`config.mk`:
```
export PLATFORM = sky130hd
export DESIGN_NAME = bf3_back
export DESIGN_NICKNAME = d
export VERILOG_FILES = /design/src/rtl/core/bf3_pkg.sv /design/src/rtl/core/bf3_back.sv
export SDC_FILE = /design/constraint.sdc
export NUM_CORES = 1
export LEC_CHECK = 0
export BUFFER_PORTS_ARGS = -buffer_cell sky130_fd_sc_hd__clkbuf_2
export CORE_AREA = 2 2 140 142
export CTS_CLUSTER_SIZE = 40
export DETAILED_ROUTE_END_ITERATION = 16
export DIE_AREA = 0 0 142 144
export PLACE_DENSITY = 0.63
export SYNTH_ARGS = -nofsm -noshare
export SYNTH_HDL_FRONTEND = slang
export SYNTH_SLANG_ARGS = --single-unit
```
`constraint.sdc`:
```
create_clock -name clk_i -period 4.95 [get_ports clk_i]
set_clock_uncertainty 0.05 [all_clocks]
set_input_delay 0.7425 -clock clk_i [delete_from_list [all_inputs] [get_ports clk_i]]
set_output_delay 0.7425 -clock clk_i [all_outputs]
set_load 0.005 [all_outputs]
```
`src/rtl/core/bf3_pkg.sv`:
```
// Shared types and constants of the 3x3 box filter.
package bf3_pkg;

  // Defaults of the top-level parameters.
  localparam int MAX_WIDTH_DEF  = 512;
  localparam int PIXEL_BITS_DEF = 8;

  // Configuration registers.
  localparam int CFG_W     = 10;
  localparam int CFG_MAX   = (1 << CFG_W) - 1;
  localparam int CFG_IDX_W = 2;
  localparam logic [CFG_W-1:0] FRAME_WIDTH_RST  = CFG_W'(512);
  localparam logic [CFG_W-1:0] FRAME_HEIGHT_RST = CFG_W'(512);

  typedef enum logic [CFG_IDX_W-1:0] {
    CFG_FRAME_WIDTH  = 2'd0,
    CFG_FRAME_HEIGHT = 2'd1
  } cfg_idx_e;

  // Row and column counters hold up to two rows past the last frame row.
  localparam int CNT_W = CFG_W + 1;

  // Queue between the front end and the filter datapath.
  localparam int QUEUE_DEPTH = 4;
  localparam int QCNT_W      = $clog2(QUEUE_DEPTH + 1);

  // Per-item control decided by the front end.
  typedef struct packed {
    logic has_result;
    logic interior;
    logic last;
  } bf3_ctrl_t;

endpackage

```
`src/rtl/core/bf3_back.sv`:
```
// Filter datapath: 3x3 window, neighborhood sum, divide by nine, output register.
module bf3_back #(
  parameter int PIXEL_BITS = bf3_pkg::PIXEL_BITS_DEF
) (
  input  logic                    clk_i,
  input  logic                    rst_ni,
  input  logic                    clear_i,
  input  logic                    q_valid_i,
  input  bf3_pkg::bf3_ctrl_t      q_ctrl_i,
  input  logic [3*PIXEL_BITS-1:0] q_col_i,
  output logic                    pop_o,
  output logic                    out_valid_o,
  input  logic                    out_ready_i,
  output logic [PIXEL_BITS-1:0]   out_value_o,
  output logic                    out_eof_o
);
  import bf3_pkg::*;

  // Exact floor(x / 9) for x below 2**SUM_W as (x * DIV_M) >> DIV_K.
  localparam int SUM_W  = PIXEL_BITS + 4;
  localparam int DIV_K  = SUM_W + 4;
  localparam int MUL_W  = DIV_K - 3;
  localparam int PROD_W = SUM_W + MUL_W;
  localparam logic [MUL_W-1:0] DIV_M = MUL_W'(((1 << DIV_K) + 8) / 9);

  logic [PIXEL_BITS-1:0] win_q [3][3];
  logic [SUM_W-1:0]      sum;
  logic                  en;

  logic                  v1_q, v2_q, v3_q, out_valid_q;
  bf3_ctrl_t             c1_q, c2_q, c3_q;
  logic [SUM_W-1:0]      sum_q;
  logic [PIXEL_BITS-1:0] cen2_q, cen3_q, value_q;
  logic [PROD_W-1:0]     prod_q;
  logic                  eof_q;

  // The whole datapath advances together whenever the output register frees.
  assign en    = !out_valid_q || out_ready_i;
  assign pop_o = en && q_valid_i;

  always_comb begin
    sum = '0;
    for (int r = 0; r < 3; r++) begin
      for (int c = 0; c < 3; c++) begin
        sum = sum + SUM_W'(win_q[r][c]);
      end
    end
  end

  always_ff @(posedge clk_i or negedge rst_ni) begin
    if (!rst_ni) begin
      for (int r = 0; r < 3; r++) begin
        for (int c = 0; c < 3; c++) begin
          win_q[r][c] <= '0;
        end
      end
      v1_q        <= 1'b0;
      v2_q        <= 1'b0;
      v3_q        <= 1'b0;
      out_valid_q <= 1'b0;
    end else begin
      if (clear_i) begin
        for (int r = 0; r < 3; r++) begin
          for (int c = 0; c < 3; c++) begin
            win_q[r][c] <= '0;
          end
        end
      end else if (pop_o) begin
        for (int r = 0; r < 3; r++) begin
          win_q[r][0] <= win_q[r][1];
          win_q[r][1] <= win_q[r][2];
          win_q[r][2] <= q_col_i[(2-r)*PIXEL_BITS +: PIXEL_BITS];
        end
      end
      if (en) begin
        v1_q        <= pop_o && q_ctrl_i.has_result;
        v2_q        <= v1_q;
        v3_q        <= v2_q;
        out_valid_q <= v3_q;
      end
    end
  end

  always_ff @(posedge clk_i) begin
    if (en) begin
      c1_q    <= q_ctrl_i;
      sum_q   <= sum;
      cen2_q  <= win_q[1][1];
      c2_q    <= c1_q;
      prod_q  <= PROD_W'(sum_q) * PROD_W'(DIV_M);
      cen3_q  <= cen2_q;
      c3_q    <= c2_q;
      value_q <= c3_q.interior ? PIXEL_BITS'(prod_q >> DIV_K) : cen3_q;
      eof_q   <= c3_q.last;
    end
  end

  assign out_valid_o = out_valid_q;
  assign out_value_o = value_q;
  assign out_eof_o   = eof_q;

endmodule

```
# == Word level (Yosys, flattened, before mapping) ==
# Index checks and enable logic that the tools add are counted.
# op_classes
muxes,3
n_reduce_logical,5
addsub,8
multipliers,1
# op_table
operator,count
$mux 72,2
$add 12x8->12,4
$mul 12x12->23 const B,1
$add 11x8->12,1
$add 10x8->11,1
$add 9x8->10,1
$add 8x8->9,1
$mux 8,1
$logic_and 1x1->1,2
$reduce_bool 2->1,1
$logic_not 1->1,1
$logic_or 1x1->1,1
# totals
output_inout_bits,11
input_bits,32
elab_cells,42
reg_bits,142

# == Logic depth before layout (Yosys ltp) ==
# depth
ltp_word,8
ltp_mapped,18
depth_no_buf,18

# == Worst setup path after synthesis ==
# Ideal clock, no wire load.
# synth_path
path_kind,register to register
start,reg sum_q[7]
end,reg prod_q[20] (data pin)
arrival_ns,4.288
setup_time_ns,0.260
required_time_ns,4.640
path_stages_with_launch,17
path_buffers,0
period_less_slack_ns,4.598
path_slack_ns,0.352
cell_sequence,edfxtp_1 -> fa_1 -> ha_1 -> inv_1 -> fa_1 -> inv_1 -> fa_1 -> inv_1 -> fa_1 -> inv_1 -> ha_1 -> and4_1 -> a21oi_1 -> a21oi_1 -> nor4_2 -> o21bai_2 -> xor2_1
# synth_via
elab_chain_cells,1
# synth_rtl
item,line,text
start: declaration,bf3_back.sv:32,logic [SUM_W-1:0] sum_q;
start signal: assignment,bf3_back.sv:87,sum_q <= sum;
$mul 12x12->23,bf3_back.sv:90,prod_q <= PROD_W'(sum_q) * PROD_W'(DIV_M);
end signal: assignment,bf3_back.sv:90,
end: declaration,bf3_back.sv:34,logic [PROD_W-1:0] prod_q;
# No other way between the ends.
# A chain may end at the register's enable or synchronous reset.

# == Worst setup path after layout ==
# layout_path
start,reg sum_q[7]
end,reg prod_q[18] (data pin)
# Same word-level chain as after synthesis.

==> results.sh <==
export IMPL_cts_tree="done"
export IMPL_cp_max_fo=5
export IMPL_ys_seq_area_frac=0.412
export IMPL_setup_violations=0
export IMPL_portBuffers=42
export IMPL_netlist_area_leader_share=0.228
export IMPL_cts_made_buffers=17
export IMPL_crit_path_end_kind="flip-flop"
export IMPL_grt_use_total=0.166
export IMPL_tightest_slew_ns=0.960
export IMPL_drt_iter0_drc=206
export IMPL_areaGrowthSynthToFinish_pct=13.7
export IMPL_pre_cts_ws_ns=0.0794
export IMPL_drv_cap=0
export IMPL_hold_violations=0
export IMPL_status="complete, no violations"
export IMPL_clk_pin_slew_ns=0.06
export IMPL_grt_pass1_vias=5387
export IMPL_yosys_top_cells_count="nand2_1, inv_1, fa_1"
export IMPL_fin_crit_sh=0.965
export IMPL_syn_area_um2=8340
export IMPL_insertion_delay_ns=0.42
export IMPL_fin_nets=1001
export IMPL_async_flop_share=0.598
export IMPL_die_w_um=142
export IMPL_dr_pass1_iters=5
export IMPL_required_ns=5.07
export IMPL_routed_wl_mm=15.3
export IMPL_synth_nets=957
export IMPL_fin_util=0.497
export IMPL_synth_area_leaders="dfrtp_1, fa_1, edfxtp_1"
export IMPL_antennaDiodeCount=0
export IMPL_dp_hpwl_mm=11.4
export IMPL_syn_inst=762
export IMPL_core_area_um2=19100
export IMPL_max_freq_mhz=209
export IMPL_synth_most_common_cell="nand2_1"
export IMPL_die_area_um2=20400
export IMPL_layout_setup_ws_ns=0.171
export IMPL_via_per_inst=4.88
export IMPL_ys_ff_latch=127
export IMPL_clkSinkCount=127
export IMPL_arrival_ns=4.90
export IMPL_wl_per_cell_um=14.5
export IMPL_placed_cell_area_um2=8800
export IMPL_crit_type="reg -> reg"
export IMPL_vias=5160
export IMPL_slew_viol_final=0
export IMPL_initial_core_util=0.437
export IMPL_pin_count=43
export IMPL_cp_start_kind="flip-flop"
export IMPL_grt_pass1_wl_mm=26.3
export IMPL_clk_path_buf_depth=2
export IMPL_synth_edff_count=51
export IMPL_cts_hold_buf=0
export IMPL_rsz0062_at_grt="yes"
export IMPL_hp_class="reg -> reg"
export IMPL_grt_max_degree=77
export IMPL_min_period_ns=4.78
export IMPL_grt_overflow=0
export IMPL_nFillCells=1666
export IMPL_drc_errors=0
export IMPL_synth_warnings=0
export IMPL_antenna_found_initial=0
export IMPL_yosys_area_top_type="dfrtp_1"
export IMPL_gp_congestion=0.884
export IMPL_synth_main_ff_cell="dfrtp_1"
export IMPL_slew_headroom=0.360
export IMPL_ant_nets=0
export IMPL_htreeDepth=4
export IMPL_drive_gt1_frac=0.125
export IMPL_cts_root_buf="clkbuf_16"
export IMPL_postLayoutCellArea_um2=9480
export IMPL_ys_types=41
export IMPL_syn_avg_cell_area_um2=10.9
export IMPL_die_y_um=144
export IMPL_core_rowCount=51
cells by family after synthesis:
logic type	share of synthesized area
compound gates	0.0791
mux	0.0135
simple gates	0.0893
fa+ha+maj	0.319
flops	0.412
xor+xnor	0.0189
buf+inv	0.0680
worst max-delay path, stage by stage, from the launching register on:
cell,delay [ns]
edfxtp_1,0.49
fa_1,0.52
ha_1,0.32
inv_1,0.06
fa_1,0.53
inv_1,0.05
fa_1,0.49
inv_1,0.06
fa_1,0.53
inv_1,0.04
ha_1,0.34
a2111oi_1,0.42
o21ai_0,0.19
o2111ai_2,0.15
o21ai_0,0.14
xnor2_1,0.14
layout make-up:
type | count | area [µm²] | share of cell area
clock buffer | 17 | 425 | 0.0449
clock inverter | 15 | 241 | 0.0255
inverter | 124 | 465 | 0.0491
multi-input combinational | 487 | 4350 | 0.459
sequential | 127 | 3430 | 0.362
tap | 238 | 298 | 0.0314
timing repair buffer | 49 | 265 | 0.0280
path summary, 6_finish.rpt:
kind	slack [ns]	end	from	depth (start not counted)
max	0.17	prod_q[18]	sum_q[7]	15
min	0.36	cen3_q[7]	cen2_q[7]	0
max reg2reg	0.17	prod_q[18]	sum_q[7]	15
min reg2reg	0.36	cen3_q[7]	cen2_q[7]	0
max in group asynchronous	3.81	win_q[30]	rst_ni	1
min in group asynchronous	0.43	win_q[11]	rst_ni	1
registers in the layout, indices dropped and copies added, names as in the netlist:
| name | count |
|---|---|
| cen2_q | 8 |
| out_valid_o | 1 |
| out_eof_o | 1 |
| out_value_o | 8 |
| c2_q | 2 |
| c1_q | 2 |
| prod_q | 8 |
| v3_q | 1 |
| cen3_q | 8 |
| sum_q | 12 |
| v2_q | 1 |
| v1_q | 1 |
| win_q | 72 |
| c3_q | 2 |
placed cells by master (no fill, tap or decap), drive strengths merged, types with 7 or more instances in the layout:
cell type | netlist | routed
a21o | 7 | 7
a21oi | 81 | 81
buf | 10 | 8
clkbuf | 14 | 58
dfrtp | 76 | 76
edfxtp | 51 | 51
fa | 83 | 83
ha | 80 | 80
inv | 124 | 125
mux2 | 10 | 10
nand2 | 149 | 149
nor2 | 12 | 12
o21ai | 11 | 11
xnor2 | 12 | 12
stage by stage:
| step | hold slack (ns) | instances | TNS [ns] |
|---|---|---|---|
| after floorplan | 0.350 | 762 | 0 |
| after global placement | 0.353 | 1024 | 0 |
| after detailed placement | 0.355 | 1024 | 0 |
| after CTS | 0.362 | 1056 | 0 |
| after global routing | 0.375 | 1057 | -0.437 |
| final | 0.359 | 1057 | 0 |
routing by layer:
metal  track usage  vias to the layer above  wire length, µm  part of all wire
li1              -                     2547                -                 -
met1         0.221                     2496             7040              0.46
met2         0.270                      101             7430              0.49
met3        0.0424                       16              555             0.036
met4        0.0511                        0              277             0.018
met5             0                        -                0                 0
what timing repair did:
item                       CTS  global route
hold endpoints to repair     0             0
setup endpoints to repair    0             6
setup buffers                0             1
gates resized for setup      0             3
Power is left out: the tool's default activity adds up to more than one toggle a clock period on the data nets, which glitch-free logic cannot reach.
