--- config.mk ---
export PLATFORM = sky130hd
export DESIGN_NAME = bf3_queue
export DESIGN_NICKNAME = d
export VERILOG_FILES = /design/src/rtl/core/bf3_pkg.sv /design/src/rtl/core/bf3_queue.sv
export SDC_FILE = /design/constraint.sdc
export NUM_CORES = 1
export LEC_CHECK = 0
export BUFFER_PORTS_ARGS = -buffer_cell sky130_fd_sc_hd__buf_2
export CORE_MARGIN = 2
export CORE_UTILIZATION = 45
export CTS_CLUSTER_SIZE = 8
export DETAILED_ROUTE_END_ITERATION = 16
export PLACE_DENSITY = 0.64
export SYNTH_ARGS = -nofsm -noshare
export SYNTH_HDL_FRONTEND = slang
export SYNTH_SLANG_ARGS = --single-unit
--- constraint.sdc ---
create_clock -name clk_i -period 2.3 [get_ports clk_i]
set_clock_uncertainty 0.05 [all_clocks]
set_input_delay 0 -clock clk_i [delete_from_list [all_inputs] [get_ports clk_i]]
set_output_delay 0 -clock clk_i [all_outputs]
set_load 0.05 [all_outputs]
--- src/rtl/core/bf3_pkg.sv ---
// Shared types and constants of the 3x3 box filter.
package bf3_pkg;

  // Defaults of the top-level parameters.
  localparam int MAX_WIDTH_DEF  = 512;
  localparam int PIXEL_BITS_DEF = 8;

  // Configuration registers.
  localparam int CFG_W     = 10;
  localparam int CFG_MAX   = (1 << CFG_W) - 1;
  localparam int CFG_IDX_W = 2;
  localparam logic [CFG_W-1:0] FRAME_WIDTH_RST  = CFG_W'(512);
  localparam logic [CFG_W-1:0] FRAME_HEIGHT_RST = CFG_W'(512);

  typedef enum logic [CFG_IDX_W-1:0] {
    CFG_FRAME_WIDTH  = 2'd0,
    CFG_FRAME_HEIGHT = 2'd1
  } cfg_idx_e;

  // Row and column counters hold up to two rows past the last frame row.
  localparam int CNT_W = CFG_W + 1;

  // Queue between the front end and the filter datapath.
  localparam int QUEUE_DEPTH = 4;
  localparam int QCNT_W      = $clog2(QUEUE_DEPTH + 1);

  // Per-item control decided by the front end.
  typedef struct packed {
    logic has_result;
    logic interior;
    logic last;
  } bf3_ctrl_t;

endpackage

--- src/rtl/core/bf3_queue.sv ---
// Small FIFO that decouples the front end from the filter datapath.
module bf3_queue #(
  parameter int DATA_W = 8
) (
  input  logic                       clk_i,
  input  logic                       rst_ni,
  input  logic                       push_i,
  input  logic [DATA_W-1:0]          push_data_i,
  input  logic                       pop_i,
  output logic                       valid_o,
  output logic [DATA_W-1:0]          data_o,
  output logic [bf3_pkg::QCNT_W-1:0] count_o
);
  import bf3_pkg::*;

  localparam int PTR_W = $clog2(QUEUE_DEPTH);

  logic [DATA_W-1:0] slot_q [QUEUE_DEPTH];
  logic [PTR_W-1:0]  wr_ptr_q, rd_ptr_q;
  logic [QCNT_W-1:0] count_q;
  logic              do_pop;

  assign do_pop  = pop_i && (count_q != '0);
  assign valid_o = count_q != '0;
  assign data_o  = slot_q[rd_ptr_q];
  assign count_o = count_q;

  always_ff @(posedge clk_i or negedge rst_ni) begin
    if (!rst_ni) begin
      wr_ptr_q <= '0;
      rd_ptr_q <= '0;
      count_q  <= '0;
    end else begin
      if (push_i) begin
        wr_ptr_q <= wr_ptr_q + PTR_W'(1);
      end
      if (do_pop) begin
        rd_ptr_q <= rd_ptr_q + PTR_W'(1);
      end
      count_q <= count_q + QCNT_W'(push_i) - QCNT_W'(do_pop);
    end
  end

  always_ff @(posedge clk_i) begin
    if (push_i) begin
      slot_q[wr_ptr_q] <= push_data_i;
    end
  end

endmodule

# == Word level (Yosys, flattened, before mapping) ==
# Memories as Yosys holds them, arrays and structs flattened.
# Cells that the tools add are included.
# word_totals
regBits,7
out_inout_bits,12
mem_bits_rw,32
memories,1
# memory_table
name,depth,width,read_ports,rd_ports_with_merged_regs,wr,line,source
slot_q,4,8,1,0,1,bf3_queue.sv:18,logic [DATA_W-1:0] slot_q [QUEUE_DEPTH];
# op_classes
muxes,2
n_addsub,4
n_reduce_logical,2
# op_table
op,n
adder 2 x 1 -> 2 bit (second input constant),2
adder 3 x 1 -> 3 bit,1
nonzero test 3 bit,1
subtractor 3 x 1 -> 3 bit,1
two-way mux 1 bit,2
logical AND 1 bit,1

# == Depth between registers and ports, before layout ==
# Gate-level depths: netlist (run 1).
# depth
ltp_word,3
ltp_mapped,7
mapped_depth_nobuf,7

# == Worst setup path after synthesis (run 1) ==
# No wires, ideal clock.
# synth_path
path_type,flip-flop to flip-flop
from,"register count_q[1], in the netlist count_o[1]"
to,"register count_q[2], in the netlist count_o[2]"
arrival_time_ps,2079
setup_ps,124
path_buffers,0
path_stages_with_launch,8
slack_ps,47
required_ps,2126
path_cell_list,dfrtp_1 o31a_1 ha_1 inv_1 ha_1 fa_1 xnor2_1 xnor2_1
# synth_between
elab_chain_len,3
elab_cells_between_ends,4
classes_between,add/sub (2); reduce/logical (2)
# synth_lines
element,line,source
from (decl),bf3_queue.sv:20,logic [QCNT_W-1:0] count_q;
from (signal assigned),bf3_queue.sv:40,count_q <= count_q + QCNT_W'(push_i) - QCNT_W'(do_pop);
nonzero test 3 bit,bf3_queue.sv:23,assign do_pop = pop_i && (count_q != '0);
logical AND 1 bit,bf3_queue.sv:23,
via do_pop,bf3_queue.sv:21,logic do_pop;
subtractor 3 x 1 -> 3 bit,bf3_queue.sv:40,
# The timed path passes the listed nets, and every way through them passes these cells.
# A chain may end at the register's enable or synchronous reset.

# == Final worst setup path (run 1) ==
# Same ends and word-level chain as after synthesis.

==> impl_metrics.json, run 1 <==
{
  "status": "completed",
  "h-tree-depth": 2,
  "synth_edf_count": 32,
  "worstHoldEndpoint": "slot_q[3][6]",
  "pwr-share-clk_pct": 16.9,
  "synthesis.area_sq_um": 1551,
  "routed_via_density": 4.834,
  "peakVddDrop_v": 0.0005044,
  "worstReg2RegEnd": "count_o[2]",
  "reg2regPathDepth": 7,
  "placed_cells": 143,
  "final_cell_count_no_fill": 163,
  "synthCells": 76,
  "drcViolationCount": 0,
  "async_flop_share_pct": 17.95,
  "min_period_ns": 2.111,
  "start_util_pct": 46.86,
  "grt_start_max_net_pins": 13,
  "antennaDiodeCount": 0,
  "core-area_sq_um": 3311,
  "synth.top_cells.by_count": "edfxtp_1, mux4_2, dfrtp_1",
  "synth_ff_type": "edfxtp_1",
  "drt_first_iter_violations": 22,
  "yosysMostFrequentCell": "edfxtp_1",
  "totalWireLength_um": 2402,
  "final_antenna_net_count": 0,
  "p_int_uw": 1532,
  "cp_max_fo": 5,
  "finalSetupTns_ns": 0,
  "synth_cell_types": 16,
  "cp-end-kind": "register",
  "post_route_cells_drive_above_1_share_pct": 32.48,
  "num_rows": 21,
  "clk-insertion-delay-late_ns": 0.34,
  "reg2reg_slack_ns": 0.19,
  "die-width_um": 62.72,
  "drv_slew": 0,
  "grtUsageTotal_pct": 14.18,
  "clk_pin_slew_ns": 0.12,
  "via_count": 788,
  "maxCapViolCount": 0,
  "globalplace.congestion": 0.8020,
  "period_share_pct": 91.77,
  "power.leakage_uw": 0.0007259,
  "hpwl_um": 1591,
  "yosys.area.top_type": "edfxtp_1",
  "setup_viol": 0,
  "ioPinCount": 24,
  "fin_nets": 135,
  "hold_class": "input pin to register",
  "finalHoldViolCount": 0,
  "numCtsBuffers": 5,
  "synth_area_leaders": "edfxtp_1, mux4_2, dfrtp_1, ha_1, xnor2_1",
  "combPwrFrac_pct": 40.6,
  "rsz0062_at_grt": "false",
  "netSwitchingFraction_pct": 41.07,
  "grt_pass1_wl_um": 4029,
  "overflow": 0,
  "finish.instance_area_sq_um": 1904,
  "cts_tree": "built",
  "area_delta_synth_final_pct": 22.74,
  "grt_pass1_vias": 850,
  "cts_buffer_depth": 2,
  "relSlewSlack_pct": 61.89,
  "seq_power_share_pct": 42.5,
  "io_buffers": 23,
  "cp.arrival_ns": 2.33,
  "p_total_uw": 2599,
  "hold_path_depth": 2,
  "r2r_start": "count_o[1]",
  "cts.sinks": 39,
  "fill_cells": 283,
  "yosysWarnings": 0,
  "p_switching_uw": 1068,
  "cts_setup_buffers": 0,
  "die_area_sq_um": 3933,
  "postSynthAreaPerCell_sq_um": 20.41,
  "critPathKind": "register to register",
  "synth-seq-area-share_pct": 73.23,
  "tightest_slew_ns": 0.5716,
  "startpoint_type": "register",
  "die_y_um": 62.72,
  "hold_path_startpoint": "push_data_i[6]",
  "post_dp_cell_area_sq_um": 1708,
  "synth_top_area_share_pct": 61.94,
  "required_ns": 2.52,
  "power.density_nw_per_um2": 1365,
  "wl_per_cell_um": 14.74,
  "antenna_found_initial": 0,
  "ys_ff_latch": 39,
  "root_buffer": "clkbuf_4",
  "fmax_mhz": 473.8,
  "firstDrtPassIters": 4,
  "synth_nets": 95
}
## critical path, cell delays in order (launching register included)
cell,delay [ns]
dfrtp_1,0.43
o31a_1,0.35
ha_1,0.29
inv_1,0.04
ha_1,0.18
fa_1,0.38
xnor2_1,0.19
xnor2_1,0.13
## stage by stage
| stage | setup slack [ns] | hold slack [ns] | utilization [%] |
|---|---|---|---|
| 5_1_grt | 0.03571 | 0.3369 | 57.52 |
| 3_3_place_gp | 0.2895 | -0.2124 | 51.59 |
| 3_5_place_dp | 0.1991 | -0.2086 | 51.59 |
| 6_report | 0.1893 | 0.3504 | 57.52 |
| 4_1_cts | 0.1685 | 0.3400 | 57.52 |
| 2_1_floorplan | 0.04663 | -0.3456 | - |
## power groups by stage
stage	logic (uW)	clock network (uW)	registers (uW)
3_5_place_dp	1050	0	1130
6_report	1060	439	1100
2_1_floorplan	841	0	1120
5_1_grt	1140	480	1140
3_3_place_gp	1040	0	1120
4_1_cts	1070	446	1110
## kinds of logic (layout without fill, tap and decap cells)
kind of cell    count (synthesis)  count (layout)  share of synthesized area (%)
compound gates                  3               3                          1.452
xor+xnor                        5               5                          2.823
fa+ha+maj                       7               7                          6.129
buf+inv                         8              49                          2.500
flops                          39              39                          73.23
mux                             8               8                          11.61
simple gates                    6               6                          2.258
## routing by layer
metal / global-route usage, % / routed length [um] / vias up
li1: - / - / 371
met1: 16.34 / 1026 / 396
met3: 4.865 / 101 / 5
met2: 23.79 / 1225 / 16
met4: 6.667 / 49 / 0
met5: 0 / 0 / -
## timing repair
action                                 4_1_cts  5_1_grt
setup endpoints to repair                    0        0
endpoints found under the hold margin       44        0
resized for setup                            0        0
hold buffers                                12        0
## final cells by class
class	instances	area, sq um	share of cell area [%]
multi-input cells	29	376.6	19.78
inverters	6	22.52	1.183
clock buffers	5	37.54	1.971
well taps	46	57.56	3.022
clock inverters	3	38.79	2.037
repair buffers	35	235.2	12.35
flip-flops and latches	39	1136	59.66
## flip-flops by register name, summed over array words and instances (netlist names)
| signal | count |
|---|---|
| wr_ptr_q | 2 |
| slot_q | 32 |
| count_o | 3 |
| rd_ptr_q | 2 |
## placed cells by master (no fill, tap or decap), types with 2 or more instances in the layout
cell           Yosys  layout
clkbuf_4           0       5
dlygate4sd3_1      0      12
xnor2_1            3       3
inv_1              6       6
xor2_1             2       2
dfrtp_1            7       7
edfxtp_1          32      32
ha_1               6       6
and2_1             4       4
mux4_2             8       8
buf_2              0      23
## how the worst max path moves through the flow
stage | depth (start not counted) | to | from | slack, ns
CTS | 7 | count_o[2] | count_o[1] | 0.17
detailed placement | 7 | count_o[2] | count_o[1] | 0.20
global route | 7 | count_o[2] | count_o[1] | 0.04
floorplan | 7 | count_o[2] | count_o[1] | 0.05
finish | 7 | count_o[2] | count_o[1] | 0.19
global placement | 7 | count_o[2] | count_o[1] | 0.29
Note: power is estimated with default switching activity, not from simulation.
==> run 2, diff against run 1 <==
--- a/config.mk
+++ b/config.mk
@@ -10,7 +10,7 @@
 export CORE_UTILIZATION = 45
 export CTS_CLUSTER_SIZE = 8
 export DETAILED_ROUTE_END_ITERATION = 16
-export PLACE_DENSITY = 0.64
+export PLACE_DENSITY = 0.66
 export SYNTH_ARGS = -nofsm -noshare
 export SYNTH_HDL_FRONTEND = slang
 export SYNTH_SLANG_ARGS = --single-unit
==> constraint.sdc (replaced) <==
create_clock -name clk_i -period 1.8 [get_ports clk_i]
set_clock_uncertainty 0.05 [all_clocks]
set_input_delay 0 -clock clk_i [delete_from_list [all_inputs] [get_ports clk_i]]
set_output_delay 0 -clock clk_i [all_outputs]
set_load 0.05 [all_outputs]
==> impl_metrics.json, run 2 (synthesized netlist as in run 1, its figures left out) <==
{
  "netSwitchingFraction_pct": 41.42,
  "die-width_um": 62.72,
  "reg2regPathDepth": 7,
  "final_common_cell": "edfxtp_1",
  "post_dp_cell_area_sq_um": 1754,
  "cts_tree": "built",
  "numCtsBuffers": 5,
  "clk-insertion-delay-late_ns": 0.32,
  "cts.sinks": 39,
  "power.density_nw_per_um2": 1696,
  "reg2reg_slack_ns": -0.17,
  "post_route_cells_drive_above_1_share_pct": 40.32,
  "drt_first_iter_violations": 21,
  "root_buffer": "clkbuf_4",
  "cp.arrival_ns": 2.14,
  "combPwrFrac_pct": 47.4,
  "max_flop_register": "slot_q",
  "routed_via_density": 4.694,
  "num_rows": 21,
  "overflow": 0,
  "final_antenna_net_count": 0,
  "drcViolationCount": 0,
  "grtUsageTotal_pct": 14.46,
  "r2r_start": "count_o[2]",
  "h-tree-depth": 2,
  "p_int_uw": 1934,
  "hold_class": "input pin to register",
  "power.leakage_uw": 0.0007467,
  "status": "finished, violations left",
  "min_period_ns": 1.966,
  "hold_path_depth": 2,
  "cts_buffer_depth": 2,
  "fin_nets": 142,
  "io_buffers": 23,
  "p_total_uw": 3302,
  "cp-end-kind": "register",
  "firstDrtPassIters": 4,
  "wl_per_cell_um": 14.06,
  "critPathTopFamily": "adder cells",
  "via_count": 798,
  "antennaDiodeCount": 0,
  "period_share_pct": 109.2,
  "post-route-util_pct": 58.81,
  "drv_slew": 0,
  "cp_cell_sequence": "o31a_1 > ha_1 > inv_1 > ha_2 > fa_2 > xnor2_2 > xnor2_1",
  "placed_cells": 148,
  "grt_pass1_vias": 853,
  "globalplace.congestion": 0.7704,
  "critPathKind": "register to register",
  "relSlewSlack_pct": 71.46,
  "finalHoldViolCount": 0,
  "setup_viol": 2,
  "hold_path_startpoint": "push_data_i[1]",
  "tightest_slew_ns": 0.4281,
  "totalWireLength_um": 2391,
  "p_switching_uw": 1368,
  "maxCapViolCount": 0,
  "grt_pass1_wl_um": 4057,
  "cp_max_fo": 2,
  "hpwl_um": 1609,
  "clk_pin_slew_ns": 0.10,
  "layout_common_cells": "edfxtp_1, buf_2, dlygate4sd3_1",
  "final_cell_count_no_fill": 170,
  "path_buf_inv": 1,
  "fin_ws_ns": -0.1655,
  "peakVddDrop_v": 0.0009408,
  "start_util_pct": 46.86,
  "critPathSlowestCell": "dfrtp_2",
  "finish.instance_area_sq_um": 1947,
  "seq_power_share_pct": 40.3,
  "post-place-ws_ns": -0.1558,
  "required_ns": 1.97,
  "antenna_found_initial": 0,
  "worstReg2RegEnd": "count_o[2]",
  "failed_checks": "negative setup slack",
  "core-area_sq_um": 3311,
  "fmax_mhz": 508.8,
  "die_y_um": 62.72,
  "die_area_sq_um": 3933,
  "largest_reg_flops": 32,
  "grt_start_max_net_pins": 12,
  "worstHoldEndpoint": "slot_q[2][1]",
  "area_delta_synth_final_pct": 25.48,
  "startpoint_type": "register",
  "ioPinCount": 24,
  "critPathMaxStageDelay_ns": 0.41,
  "rsz0062_at_grt": "true",
  "pwr-share-clk_pct": 12.3
}
==> run 2: cell types whose count changed in the layout (fill, tap and decap cells not counted), sizes merged <==
cell | previous run | this run
clkinv | 2 | 1
buf | 23 | 30
bufinv | 1 | 0
clkbuf | 5 | 7
==> run 2: worst max-delay path by stage <==
stage          cells after the start          to  slack, ns        from
2_1_floorplan                      7  count_o[2]      -0.29  count_o[2]
3_3_place_gp                       7  count_o[2]      -0.11  count_o[2]
3_5_place_dp                       7  count_o[2]      -0.16  count_o[2]
4_1_cts                            7  count_o[2]      -0.17  count_o[2]
5_1_grt                            7  count_o[2]      -0.24  count_o[2]
6_report                           7  count_o[2]      -0.17  count_o[2]
==> run 2: through the flow <==
step | hold WS (ns) | TNS [ns]
after floorplan | -0.3456 | -0.4394
after global placement | -0.2092 | -0.1084
after detailed placement | -0.2086 | -0.1672
after CTS | 0.3419 | -0.1970
after global routing | 0.3473 | -0.3050
final | 0.3654 | -0.1836
==> run 2: area by class of cell <==
| cell class | count | area, sq um |
|---|---|---|
| fill | 273 | 1364 |
| sequential | 39 | 1140 |
| multi-input combinational | 29 | 389.1 |
| timing repair buffer | 42 | 287.8 |
| tap | 46 | 57.56 |
| clock buffer | 7 | 45.04 |
| inverter | 6 | 22.52 |
| clock inverter | 1 | 5.005 |
==> run 2: power groups by stage <==
stage | clock network, uW | logic (uW) | registers (uW)
2_1_floorplan | 0 | 1080 | 1440
3_3_place_gp | 0 | 1500 | 1350
3_5_place_dp | 0 | 1520 | 1360
4_1_cts | 420 | 1550 | 1340
5_1_grt | 458 | 1690 | 1360
6_report | 405 | 1560 | 1330
==> run 2: worst reg2reg max path, delay by kind of cell, from the launching register on <==
| family | cells | cell delay, ns |
|---|---|---|
| adder cells (fa/ha/maj) | 3 | 0.79 |
| flip-flops | 1 | 0.41 |
| AO/OA/AOI/OAI | 1 | 0.31 |
| XOR/XNOR | 2 | 0.26 |
| buffers and inverters | 1 | 0.04 |
==> run 2: repair_timing <==
action | 4_1_cts | 5_1_grt
pin swaps | 0 | 0
hold endpoints to repair | 43 | 0
buffers inserted | 1 | 1
gates resized for setup | 0 | 1
hold buffers | 12 | 0
endpoints found under the setup margin | 2 | 2
==> run 2: routing by layer <==
layer,vias to the layer above,global-route usage [%],routed length [um]
met5,-,0,0
met1,394,17.38,1008
li1,384,-,-
met3,5,5.405,91
met2,15,23.66,1246
met4,0,5.833,45
==> run 3, diff against run 2 <==
--- a/config.mk
+++ b/config.mk
@@ -7,10 +7,10 @@
 export LEC_CHECK = 0
 export BUFFER_PORTS_ARGS = -buffer_cell sky130_fd_sc_hd__buf_2
 export CORE_MARGIN = 2
-export CORE_UTILIZATION = 45
+export CORE_UTILIZATION = 30
 export CTS_CLUSTER_SIZE = 8
 export DETAILED_ROUTE_END_ITERATION = 16
-export PLACE_DENSITY = 0.66
+export PLACE_DENSITY = 0.47
 export SYNTH_ARGS = -nofsm -noshare
 export SYNTH_HDL_FRONTEND = slang
 export SYNTH_SLANG_ARGS = --single-unit
==> impl_metrics.json, run 3 (synthesized netlist as in run 1, its figures left out) <==
{
  "final_common_cell": "edfxtp_1",
  "start_util_pct": 30.77,
  "hold_class": "input pin to asynchronous set/reset pin",
  "grtUsageTotal_pct": 9.864,
  "drt_first_iter_violations": 69,
  "wl_per_cell_um": 12.78,
  "cts_tree": "built",
  "overflow": 0,
  "required_ns": 1.92,
  "fill_cells": 477,
  "cp_cell_sequence": "o31a_1 > ha_1 > inv_1 > ha_2 > fa_2 > xnor2_2 > xnor2_1",
  "routed_via_density": 4.164,
  "clk_pin_slew_ns": 0.08,
  "min_period_ns": 1.952,
  "relSlewSlack_pct": 70.01,
  "r2r_start": "count_o[1]",
  "firstDrtPassIters": 4,
  "startpoint_type": "register",
  "cp_max_fo": 2,
  "area_delta_synth_final_pct": 32.10,
  "maxCapViolCount": 0,
  "num_rows": 26,
  "peakVddDrop_v": 0.0005377,
  "rsz0062_at_grt": "true",
  "cp.arrival_ns": 2.07,
  "power.density_nw_per_um2": 1782,
  "die-width_um": 75.92,
  "finalHoldViolCount": 0,
  "path_buf_inv": 1,
  "critPathKind": "register to register",
  "grt_pass1_wl_um": 4229,
  "post_route_cells_drive_above_1_share_pct": 43.20,
  "cp-startpoint": "count_o[1]",
  "die_y_um": 75.92,
  "final_antenna_net_count": 0,
  "drv_slew": 0,
  "max_flop_register": "slot_q",
  "power.leakage_uw": 0.0007845,
  "tightest_slew_ns": 0.4499,
  "globalplace.congestion": 0.7186,
  "p_total_uw": 3653,
  "layout_common_cells": "edfxtp_1, buf_2, dlygate4sd3_1",
  "status": "finished, violations left",
  "h-tree-depth": 2,
  "fmax_mhz": 512.3,
  "die_area_sq_um": 5763,
  "core-area_sq_um": 5042,
  "critPathSlowestCell": "dfrtp_2",
  "io_buffers": 23,
  "antenna_found_initial": 0,
  "root_buffer": "clkbuf_8",
  "cts.sinks": 39,
  "fin_nets": 143,
  "ioPinCount": 24,
  "via_count": 812,
  "totalWireLength_um": 2493,
  "largest_reg_flops": 32,
  "fin_ws_ns": -0.1520,
  "period_share_pct": 108.4,
  "antennaDiodeCount": 0,
  "grt_pass1_vias": 835,
  "cp-end-kind": "register",
  "grt_start_max_net_pins": 13,
  "timing.hold.ws_ns": 0.01554,
  "critPathMaxStageDelay_ns": 0.40,
  "numCtsBuffers": 5,
  "clk-insertion-delay-late_ns": 0.28,
  "setup_viol": 2,
  "drcViolationCount": 0,
  "cts_buffer_depth": 2,
  "critPathTopFamily": "adder cells",
  "failed_checks": "negative setup slack"
}
run 3: cell types whose count changed in the layout (fill, tap and decap cells not counted), sizes merged:
cell,delta
clkbuf,-1
dlygate4sd3,-1
buf,+2
bufinv,+1
run 3: timing repair:
action | CTS | global route
resized for setup | 0 | 1
hold buffers | 11 | 0
gates cloned | 0 | 0
buffers inserted | 1 | 1
endpoints found under the setup margin | 2 | 2
endpoints found under the hold margin | 42 | 0
pin swaps | 0 | 1
run 3: metal layers:
layer	track usage [%]	up-vias	share of wire (%)
met5	0	-	0
met4	5.455	0	2.4
li1	-	383	-
met1	12.03	402	44
met2	15.18	20	48
met3	3.690	7	4.9
run 3: cell type report:
cell class | count | area, sq um | area share, %
Sequential cell | 39 | 1140 | 55.62
Multi-Input combinational cell | 29 | 389.1 | 18.99
Timing Repair Buffer | 43 | 292.8 | 14.29
Tap cell | 70 | 87.58 | 4.273
Clock buffer | 6 | 82.58 | 4.029
Clock inverter | 2 | 35.03 | 1.709
Inverter | 6 | 22.52 | 1.099
run 3: power by group:
part / switching [uW] / internal [uW] / leakage [uW]
combinational: 1000 / 583 / 0.000350
sequential: 115 / 1220 / 0.000373
clock: 285 / 448 / 0.0000612
run 3: path summary, 6_finish.rpt:
kind                       cells past startpoint  slack, ns      endpoint
max reg2reg                                    7      -0.15    count_o[2]
min reg2reg                                    1       0.49   wr_ptr_q[0]
max in group asynchronous                      2       1.50    count_o[1]
min                                            2       0.02   rd_ptr_q[1]
max                                            7      -0.15    count_o[2]
min in group clk_i                             2       0.42  slot_q[0][1]
run 3: stage by stage:
step	std cells	worst slack (ns)	area [sq um]	setup TNS, ns	utilization [%]
2_1_floorplan	76	-0.2896	1560	-0.4394	-
3_3_place_gp	174	-0.1121	1799	-0.1121	35.68
3_5_place_dp	174	-0.1471	1799	-0.1633	35.68
4_1_cts	194	-0.1542	2034	-0.1778	40.35
5_1_grt	195	-0.2286	2049	-0.2871	40.65
6_report	195	-0.1520	2049	-0.1654	40.65
